===== src/hdl/tnc2hp_pkg.sv =====
// ---------------------------------------------------------------------------
// TNC2 header parser package
// Transfer types, part tags, reject codes and callsign tables shared by the
// parser modules.
// ---------------------------------------------------------------------------
package tnc2hp_pkg;

   // Input transfer: one byte of the text line
   typedef struct packed {
      logic [7:0] char_in;
      logic       end_of_line;
   } req_type;

   // Result transfer: one per input byte
   typedef struct packed {
      logic [2:0] part_tag;
      logic       line_done;
      logic       line_ok;
      logic [2:0] reject_code;
   } rsp_type;

   // Line phase
   localparam logic [1:0] PH_SRC  = 2'd0;
   localparam logic [1:0] PH_DST  = 2'd1;
   localparam logic [1:0] PH_PATH = 2'd2;
   localparam logic [1:0] PH_INFO = 2'd3;

   // Part tags
   localparam logic [2:0] TAG_SRC  = 3'd0;
   localparam logic [2:0] TAG_DST  = 3'd1;
   localparam logic [2:0] TAG_PATH = 3'd2;
   localparam logic [2:0] TAG_INFO = 3'd3;
   localparam logic [2:0] TAG_SEP  = 3'd4;

   // Reject codes
   localparam logic [2:0] RC_OK       = 3'd0;
   localparam logic [2:0] RC_NO_GT    = 3'd1;
   localparam logic [2:0] RC_NO_COMMA = 3'd2;
   localparam logic [2:0] RC_NO_COLON = 3'd3;
   localparam logic [2:0] RC_BAD_LEN  = 3'd4;
   localparam logic [2:0] RC_RESERVED = 3'd5;
   localparam logic [2:0] RC_NO_INFO  = 3'd6;

   // Separator characters
   localparam logic [7:0] CH_GT    = 8'h3E;
   localparam logic [7:0] CH_COMMA = 8'h2C;
   localparam logic [7:0] CH_COLON = 8'h3A;

   // Source length limits and reserved-name compare depth
   localparam logic [3:0] SRC_LEN_MIN  = 4'd3;
   localparam logic [3:0] SRC_LEN_MAX  = 4'd9;
   localparam logic [3:0] SRC_LEN_SAT  = 4'd15;
   localparam logic [3:0] RSV_NAME_LEN = 4'd6;

   // Fold ASCII lower case to upper case; other bytes pass unchanged
   function automatic logic [7:0] fold_upper(input logic [7:0] c);
      logic [7:0] u;
      u = c;
      if (c inside {[8'h61:8'h7A]}) begin
         u = c - 8'h20;
      end
      return u;
   endfunction

   // Match of one folded byte against position idx of the reserved names.
   // Bit 0 N0CALL, bit 1 NOCALL, bit 2 MYCALL.
   function automatic logic [2:0] reserved_match(input logic [7:0] u,
                                                 input logic [2:0] idx);
      logic [2:0] m;
      case (idx)
         3'd0: begin
            m = {u == 8'h4D, u == 8'h4E, u == 8'h4E};
         end
         3'd1: begin
            m = {u == 8'h59, u == 8'h4F, u == 8'h30};
         end
         3'd2: begin
            m = {3{u == 8'h43}};
         end
         3'd3: begin
            m = {3{u == 8'h41}};
         end
         3'd4, 3'd5: begin
            m = {3{u == 8'h4C}};
         end
         default: begin
            m = 3'b000;
         end
      endcase
      return m;
   endfunction

endpackage


===== src/hdl/tnc2_header_parser_top.sv =====
// ---------------------------------------------------------------------------
// TNC2 header parser
// Tags each byte of a TNC2 packet line and gives a verdict on the last byte.
// ---------------------------------------------------------------------------
// One byte is taken per clock cycle while the result side keeps up, and each
// byte gives one result: the byte is registered, tagged and checked against
// the line state in one pass, and the result is registered. Throughput is set
// by the input and result registers alone, so bytes stream at full rate while
// the result side keeps up; a stall on the result side backs up through both
// registers. The line state clears after each byte flagged end_of_line.
module tnc2_header_parser_top
   import tnc2hp_pkg::*;
(
   input  logic    clock,
   input  logic    reset,
   input  logic    req_valid,
   output logic    req_ready,
   input  req_type req_data,
   output logic    rsp_valid,
   input  logic    rsp_ready,
   output rsp_type rsp_data
);

   logic    hold_valid;
   req_type hold_data;
   logic    load_ready;
   logic    advance;
   rsp_type result;

   // Move the held byte when the result register can take its result
   assign advance = hold_valid && load_ready;

   tnc2hp_in_reg u_in_reg (
      .clock      (clock),
      .reset      (reset),
      .req_valid  (req_valid),
      .req_ready  (req_ready),
      .req_data   (req_data),
      .take       (advance),
      .hold_valid (hold_valid),
      .hold_data  (hold_data)
   );

   tnc2hp_classify u_classify (
      .clock     (clock),
      .reset     (reset),
      .advance   (advance),
      .byte_data (hold_data),
      .result    (result)
   );

   tnc2hp_out_reg u_out_reg (
      .clock      (clock),
      .reset      (reset),
      .load_valid (hold_valid),
      .load_ready (load_ready),
      .load_data  (result),
      .rsp_valid  (rsp_valid),
      .rsp_ready  (rsp_ready),
      .rsp_data   (rsp_data)
   );

endmodule


===== src/hdl/tnc2hp_in_reg.sv =====
// ---------------------------------------------------------------------------
// TNC2 header parser input register
// Holds one accepted byte until the classify stage consumes it.
// ---------------------------------------------------------------------------
module tnc2hp_in_reg
   import tnc2hp_pkg::*;
(
   input  logic    clock,
   input  logic    reset,
   input  logic    req_valid,
   output logic    req_ready,
   input  req_type req_data,
   input  logic    take,
   output logic    hold_valid,
   output req_type hold_data
);

   logic    valid_ff;
   logic    valid_in;
   req_type data_ff;

   // Accept when empty or when the held byte moves on this cycle
   assign req_ready = !valid_ff || take;
   assign valid_in  = (req_valid && req_ready) || (valid_ff && !take);

   always_ff @(posedge clock) begin
      if (reset) begin
         valid_ff <= 1'b0;
      end else begin
         valid_ff <= valid_in;
      end
   end

   // Load payload on every input transfer
   always_ff @(posedge clock) begin
      if (req_valid && req_ready) begin
         data_ff <= req_data;
      end
   end

   assign hold_valid = valid_ff;
   assign hold_data  = data_ff;

endmodule


===== src/hdl/tnc2hp_classify.sv =====
// ---------------------------------------------------------------------------
// TNC2 header parser classify stage
// Tags one byte, tracks the line state and forms the verdict on the last byte.
// ---------------------------------------------------------------------------
module tnc2hp_classify
   import tnc2hp_pkg::*;
(
   input  logic    clock,
   input  logic    reset,
   input  logic    advance,
   input  req_type byte_data,
   output rsp_type result
);

   logic [1:0] phase_ff;
   logic [1:0] phase_in;
   logic [3:0] src_len_ff;
   logic [3:0] src_len_in;
   logic [2:0] rsv_flags_ff;
   logic [2:0] rsv_flags_in;
   logic       info_seen_ff;
   logic       info_seen_in;

   // Next line state and tag for this byte
   always_comb begin
      logic [1:0] ph_nx;
      logic [3:0] len_nx;
      logic [2:0] flg_nx;
      logic       inf_nx;
      logic [2:0] tag;
      logic [2:0] code;

      ph_nx  = phase_ff;
      len_nx = src_len_ff;
      flg_nx = rsv_flags_ff;
      inf_nx = info_seen_ff;
      tag    = TAG_INFO;
      code   = RC_OK;

      case (phase_ff)
         PH_SRC: begin
            if (byte_data.char_in == CH_GT) begin
               tag   = TAG_SEP;
               ph_nx = PH_DST;
            end else begin
               tag = TAG_SRC;
               if (src_len_ff < RSV_NAME_LEN) begin
                  flg_nx = rsv_flags_ff &
                           reserved_match(fold_upper(byte_data.char_in),
                                          src_len_ff[2:0]);
               end
               if (src_len_ff != SRC_LEN_SAT) begin
                  len_nx = src_len_ff + 4'd1;
               end
            end
         end
         PH_DST: begin
            if (byte_data.char_in == CH_COMMA) begin
               tag   = TAG_SEP;
               ph_nx = PH_PATH;
            end else begin
               tag = TAG_DST;
            end
         end
         PH_PATH: begin
            if (byte_data.char_in == CH_COLON) begin
               tag   = TAG_SEP;
               ph_nx = PH_INFO;
            end else begin
               tag = TAG_PATH;
            end
         end
         default: begin
            tag    = TAG_INFO;
            inf_nx = 1'b1;
         end
      endcase

      // Verdict from the state reached after this byte, first failure wins
      if (ph_nx == PH_SRC) begin
         code = RC_NO_GT;
      end else if (ph_nx == PH_DST) begin
         code = RC_NO_COMMA;
      end else if (ph_nx == PH_PATH) begin
         code = RC_NO_COLON;
      end else if (len_nx < SRC_LEN_MIN || len_nx > SRC_LEN_MAX) begin
         code = RC_BAD_LEN;
      end else if (len_nx >= RSV_NAME_LEN && flg_nx != 3'b000) begin
         code = RC_RESERVED;
      end else if (!inf_nx) begin
         code = RC_NO_INFO;
      end

      result.part_tag = tag;
      result.line_done = byte_data.end_of_line;
      if (byte_data.end_of_line) begin
         result.line_ok     = (code == RC_OK);
         result.reject_code = code;
         // Clear state for the next line
         phase_in     = PH_SRC;
         src_len_in   = 4'd0;
         rsv_flags_in = 3'b111;
         info_seen_in = 1'b0;
      end else begin
         result.line_ok     = 1'b0;
         result.reject_code = RC_OK;
         phase_in     = ph_nx;
         src_len_in   = len_nx;
         rsv_flags_in = flg_nx;
         info_seen_in = inf_nx;
      end
   end

   // Advance line state once per consumed byte
   always_ff @(posedge clock) begin
      if (reset) begin
         phase_ff     <= PH_SRC;
         src_len_ff   <= 4'd0;
         rsv_flags_ff <= 3'b111;
         info_seen_ff <= 1'b0;
      end else if (advance) begin
         phase_ff     <= phase_in;
         src_len_ff   <= src_len_in;
         rsv_flags_ff <= rsv_flags_in;
         info_seen_ff <= info_seen_in;
      end
   end

endmodule


===== src/hdl/tnc2hp_out_reg.sv =====
// ---------------------------------------------------------------------------
// TNC2 header parser result register
// Holds one result until the downstream side takes it.
// ---------------------------------------------------------------------------
module tnc2hp_out_reg
   import tnc2hp_pkg::*;
(
   input  logic    clock,
   input  logic    reset,
   input  logic    load_valid,
   output logic    load_ready,
   input  rsp_type load_data,
   output logic    rsp_valid,
   input  logic    rsp_ready,
   output rsp_type rsp_data
);

   logic    valid_ff;
   logic    valid_in;
   rsp_type data_ff;

   // Free when empty or when the held result transfers this cycle
   assign load_ready = !valid_ff || rsp_ready;
   assign valid_in   = (load_valid && load_ready) || (valid_ff && !rsp_ready);

   always_ff @(posedge clock) begin
      if (reset) begin
         valid_ff <= 1'b0;
      end else begin
         valid_ff <= valid_in;
      end
   end

   always_ff @(posedge clock) begin
      if (load_valid && load_ready) begin
         data_ff <= load_data;
      end
   end

   assign rsp_valid = valid_ff;
   assign rsp_data  = data_ff;

endmodule


===== config.mk =====
export PLATFORM = sky130hd
export DESIGN_NAME = tnc2_header_parser_top
export DESIGN_NICKNAME = d
export VERILOG_FILES = /design/src/hdl/tnc2hp_pkg.sv /design/src/hdl/tnc2_header_parser_top.sv /design/src/hdl/tnc2hp_in_reg.sv /design/src/hdl/tnc2hp_classify.sv /design/src/hdl/tnc2hp_out_reg.sv
export SDC_FILE = /design/constraint.sdc
export NUM_CORES = 1
export LEC_CHECK = 0
export BUFFER_PORTS_ARGS = -buffer_cell sky130_fd_sc_hd__buf_2
export CAP_MARGIN = 20
export CELL_PAD_IN_SITES_DETAIL_PLACEMENT = 0
export CELL_PAD_IN_SITES_GLOBAL_PLACEMENT = 1
export CORE_MARGIN = 5
export CORE_UTILIZATION = 44
export DETAILED_ROUTE_END_ITERATION = 6
export GPL_TIMING_DRIVEN = 0
export PLACE_DENSITY_LB_ADDON = 0.1
export SLEW_MARGIN = 20
export SYNTH_ARGS = -nofsm -noshare
export SYNTH_HDL_FRONTEND = slang
export SYNTH_SLANG_ARGS = --single-unit

===== constraint.sdc =====
create_clock -name clock -period 2.7 [get_ports clock]
set_input_delay 0 -clock clock [delete_from_list [all_inputs] [get_ports clock]]
set_output_delay 0 -clock clock [all_outputs]
set_load 0.005 [all_outputs]

==> metrics.md <==
| Metric | Value |
|---|---|
| Status | `finished clean` |
| Top cells by area, synth | `edfxtp_1, dfxtp_1, ha_1, nor2_1, a21oi_1` |
| CTS tree | `done` |
| DRC violation count after routing | `0` |
| Initial antenna violation count | `0` |
| First-pass GRT wire length | `6620 µm` |
| Antenna Cells | `0` |
| EDFF count, synth | `17` |
| Clk root buf | `clkbuf_8` |
| Reg-to-Reg End | `u_out_reg.rsp_data[0]$_SDFFCE_PN0P_` |
| 1st-pass router iterations | `4` |
| Chip width | `between 70 and 80 µm` |
| Pwr Total | `951 µW` |
| WS Path Type | `flop to flop` |
| Pwr Density | `between 400 and 500 mW/mm²` |
| Layout cell share with drive strength beyond 1 | `0.215` |
| WHS | `between 0.03 and 0.04 ns` |
| Post-DP HPWL | `2970 µm` |
| Area Growth Syn to Fin | `21.0%` |
| Synth cell types | `54` |
| Final Max Tran Viols | `0` |
| Crit path max fanout | `7` |
| YS warnings | `0` |
| Final Cycle Share | `0.925` |
| WL final | `a little under 4000 µm` |
| Post-Syn Area | `~0.0018 mm²` |
| Leakage power | `0.000837 µW` |
| Max Fclk | `around 400 MHz` |
| Via count | `around 1500` |
| Largest net degree at the start of global routing | `14` |
| Min Clock Period, post-route | `approximately 2.5 ns` |
| Initial core utilization | `0.453` |
| Hold Crit Start | `rsp_ready` |
| Most frequent cells in the layout | `buf_2, nor2_1, edfxtp_1, nand2_1, a21oi_1` |
| Post-DRT Antenna Nets | `0` |
| Worst-margin pin slew | `roughly 0.48 ns` |
| Critical path startpoint category | `flop` |
| Worst min-delay path class | `input pin to flop` |
| Post-synthesis cell count | `around 180` |
| CP required | `around 2.9 ns` |
| Die H | `74.0 µm` |
| Hold Path Sink | `u_out_reg.rsp_valid$_SDFF_PP0_` |
| Syn_nets | `202` |
| Core Rows | `23` |
| CP Capture Type | `flop` |
| Register area share after synthesis | `0.417` |
| Seq cells post-synth | `29` |
| Synth area leader | `edfxtp_1` |
| CTS Buf Count | `5` |
| GP Congestion | `between 0.8 and 0.9` |
| Clock sink count | `29` |
| Top-area cell type share of the netlist area | `0.284` |
| Setup Viol. Count Final | `0` |
| GRT Util Overall | `0.158` |
| Die area | `0.00547 mm²` |
| Clk_skew | `0.0106 ns` |
| Worst reg2reg path startpoint | `u_in_reg.hold_data[7]$_DFFE_PP_` |
| Critical path arrival | `about 2.7 ns` |
| Worst R2R Setup Slack | `between 0.2 and 0.25 ns` |
| Slew HR | `0.681` |
| Most common cell after layout, fill and taps aside | `buf_2` |
| # IOs | `23` |
| Nets@finish | `between 200 and 250` |
| Core ar. | `a little under 0.004 mm²` |
| RSZ-0062 raised after global routing | `no` |
| Hold Crit Depth | `4` |
| Hold Fails Final Rpt | `0` |
| Total grt overflow | `0` |
| Mean routed wirelength per cell | `about 14 µm` |
| Clock-pin slew on the worst setup and hold paths | `0.06 ns` |
| H-tree depth | `2` |
| PortBufs | `21` |
| Async SR Flop Fraction | `0` |
| Register-to-Register Path Depth | `8` |
| Worst vdd ir | `around 0.20 mV` |
| Top_reg_cell synth | `edfxtp_1` |
| Syn Area/Cell | `9.84 µm²` |
| Fillers | `381` |
| Number of global-route vias before repair | `1484` |
| Worst skew pair latency | `0.28 ns` |
| Detailed Route Iter0 Violations | `about 100` |
| Vias per std cell | `5.57` |
| Maxcap violations | `0` |
| Clk buf depth | `2` |
-- worst max path at each step --
stage / from / endpoint / slack, ns / cells after the start
6_report: u_in_reg.hold_data[7]$_DFFE_PP_ / u_out_reg.rsp_data[0]$_SDFFCE_PN0P_ / 0.20 / 8
5_1_grt: u_in_reg.hold_data[7]$_DFFE_PP_ / u_out_reg.rsp_data[0]$_SDFFCE_PN0P_ / 0.03 / 8
4_1_cts: u_in_reg.hold_data[2]$_DFFE_PP_ / u_out_reg.rsp_data[3]$_SDFFCE_PN0P_ / 0.009 / 9
3_5_place_dp: u_classify.src_len_ff[0]$_SDFFE_PP0P_ / u_out_reg.rsp_data[3]$_SDFFCE_PN0P_ / -0.12 / 9
3_3_place_gp: u_classify.src_len_ff[0]$_SDFFE_PP0P_ / u_out_reg.rsp_data[3]$_SDFFCE_PN0P_ / 0.02 / 9
2_1_floorplan: u_classify.src_len_ff[1]$_SDFFE_PP0P_ / u_out_reg.rsp_data[3]$_SDFFCE_PN0P_ / 0.34 / 9
-- critical path, stage by stage (launching register included) --
cell      delay [ns]
edfxtp_1        0.40
or3b_1          0.41
buf_6           0.15
o311a_4         0.40
mux2i_1         0.21
nand2_1         0.10
mux2_4          0.29
nor4_2          0.29
o21a_1          0.14
-- power breakdown --
part	total (µW)	leakage (µW)	switching (µW)	internal, µW
clock network	337	0.0000399	158	179
registers	500	0.000262	12.0	488
logic	114	0.000536	56.7	57.8
total	951	0.000837	226	725
-- flip-flops by register name, summed over array words and instances (netlist names) --
register,cells
u_in_reg.hold_data,9
u_out_reg.rsp_data,8
u_classify.src_len_ff,4
u_classify.rsv_flags_ff,3
u_classify.phase_ff,2
u_classify.info_seen_ff,1
u_in_reg.hold_valid,1
u_out_reg.rsp_valid,1
-- cell families after synthesis --
family	after synthesis	synth area share
compound gates	50	0.215
fa+ha+maj	6	0.0417
buf+inv	20	0.0834
flops	29	0.417
mux	4	0.0250
simple gates	74	0.218
-- Yosys cell counts (all sizes together) (4+ instances only) --
cell    instances
nor2           19
edfxtp         17
nand2          14
a21oi          13
dfxtp          12
inv            10
nor2b           8
clkbuf          7
nor3            7
ha              6
o21ai           6
nand2b          4
or2             4
-- cell type report --
cell class | count | area, µm² | share of cell area
multi-input cells | 134 | 918 | 0.422
flip-flops and latches | 29 | 753 | 0.346
repair buffers | 32 | 213 | 0.0976
plain buffers | 10 | 114 | 0.0523
clock buffers | 7 | 76.3 | 0.0350
well taps | 50 | 62.6 | 0.0287
inverters | 10 | 37.5 | 0.0172
clock inverters | 1 | 3.75 | 0.00172
-- stage by stage --
stage	instances	TNS, ns	instance area [µm²]	setup slack (ns)	util
after global placement	254	0	1970	0.0206	0.496
after detailed placement	254	-0.115	1970	-0.115	0.496
final	273	0	2180	0.204	0.549
after floorplan	183	0	1800	0.337	-
after CTS	273	0	2160	0.00920	0.543
after global routing	273	0	2180	0.0292	0.549
-- per-layer routing --
metal	up-vias	wire length (µm)	track usage
li1	750	-	-
met1	717	1690	0.199
met2	46	1900	0.262
met3	7	221	0.0405
met4	0	71	0.0584
met5	-	0	0
-- repair_timing --
item | CTS | global route
resized for setup | 0 | 8
cloned | 0 | 0
endpoints found under the setup margin | 1 | 4
hold endpoints to repair | 10 | 0
pin swaps | 1 | 1
hold buffers | 10 | 0
buffers inserted | 1 | 0
Note: power is estimated with default switching activity, not from simulation.
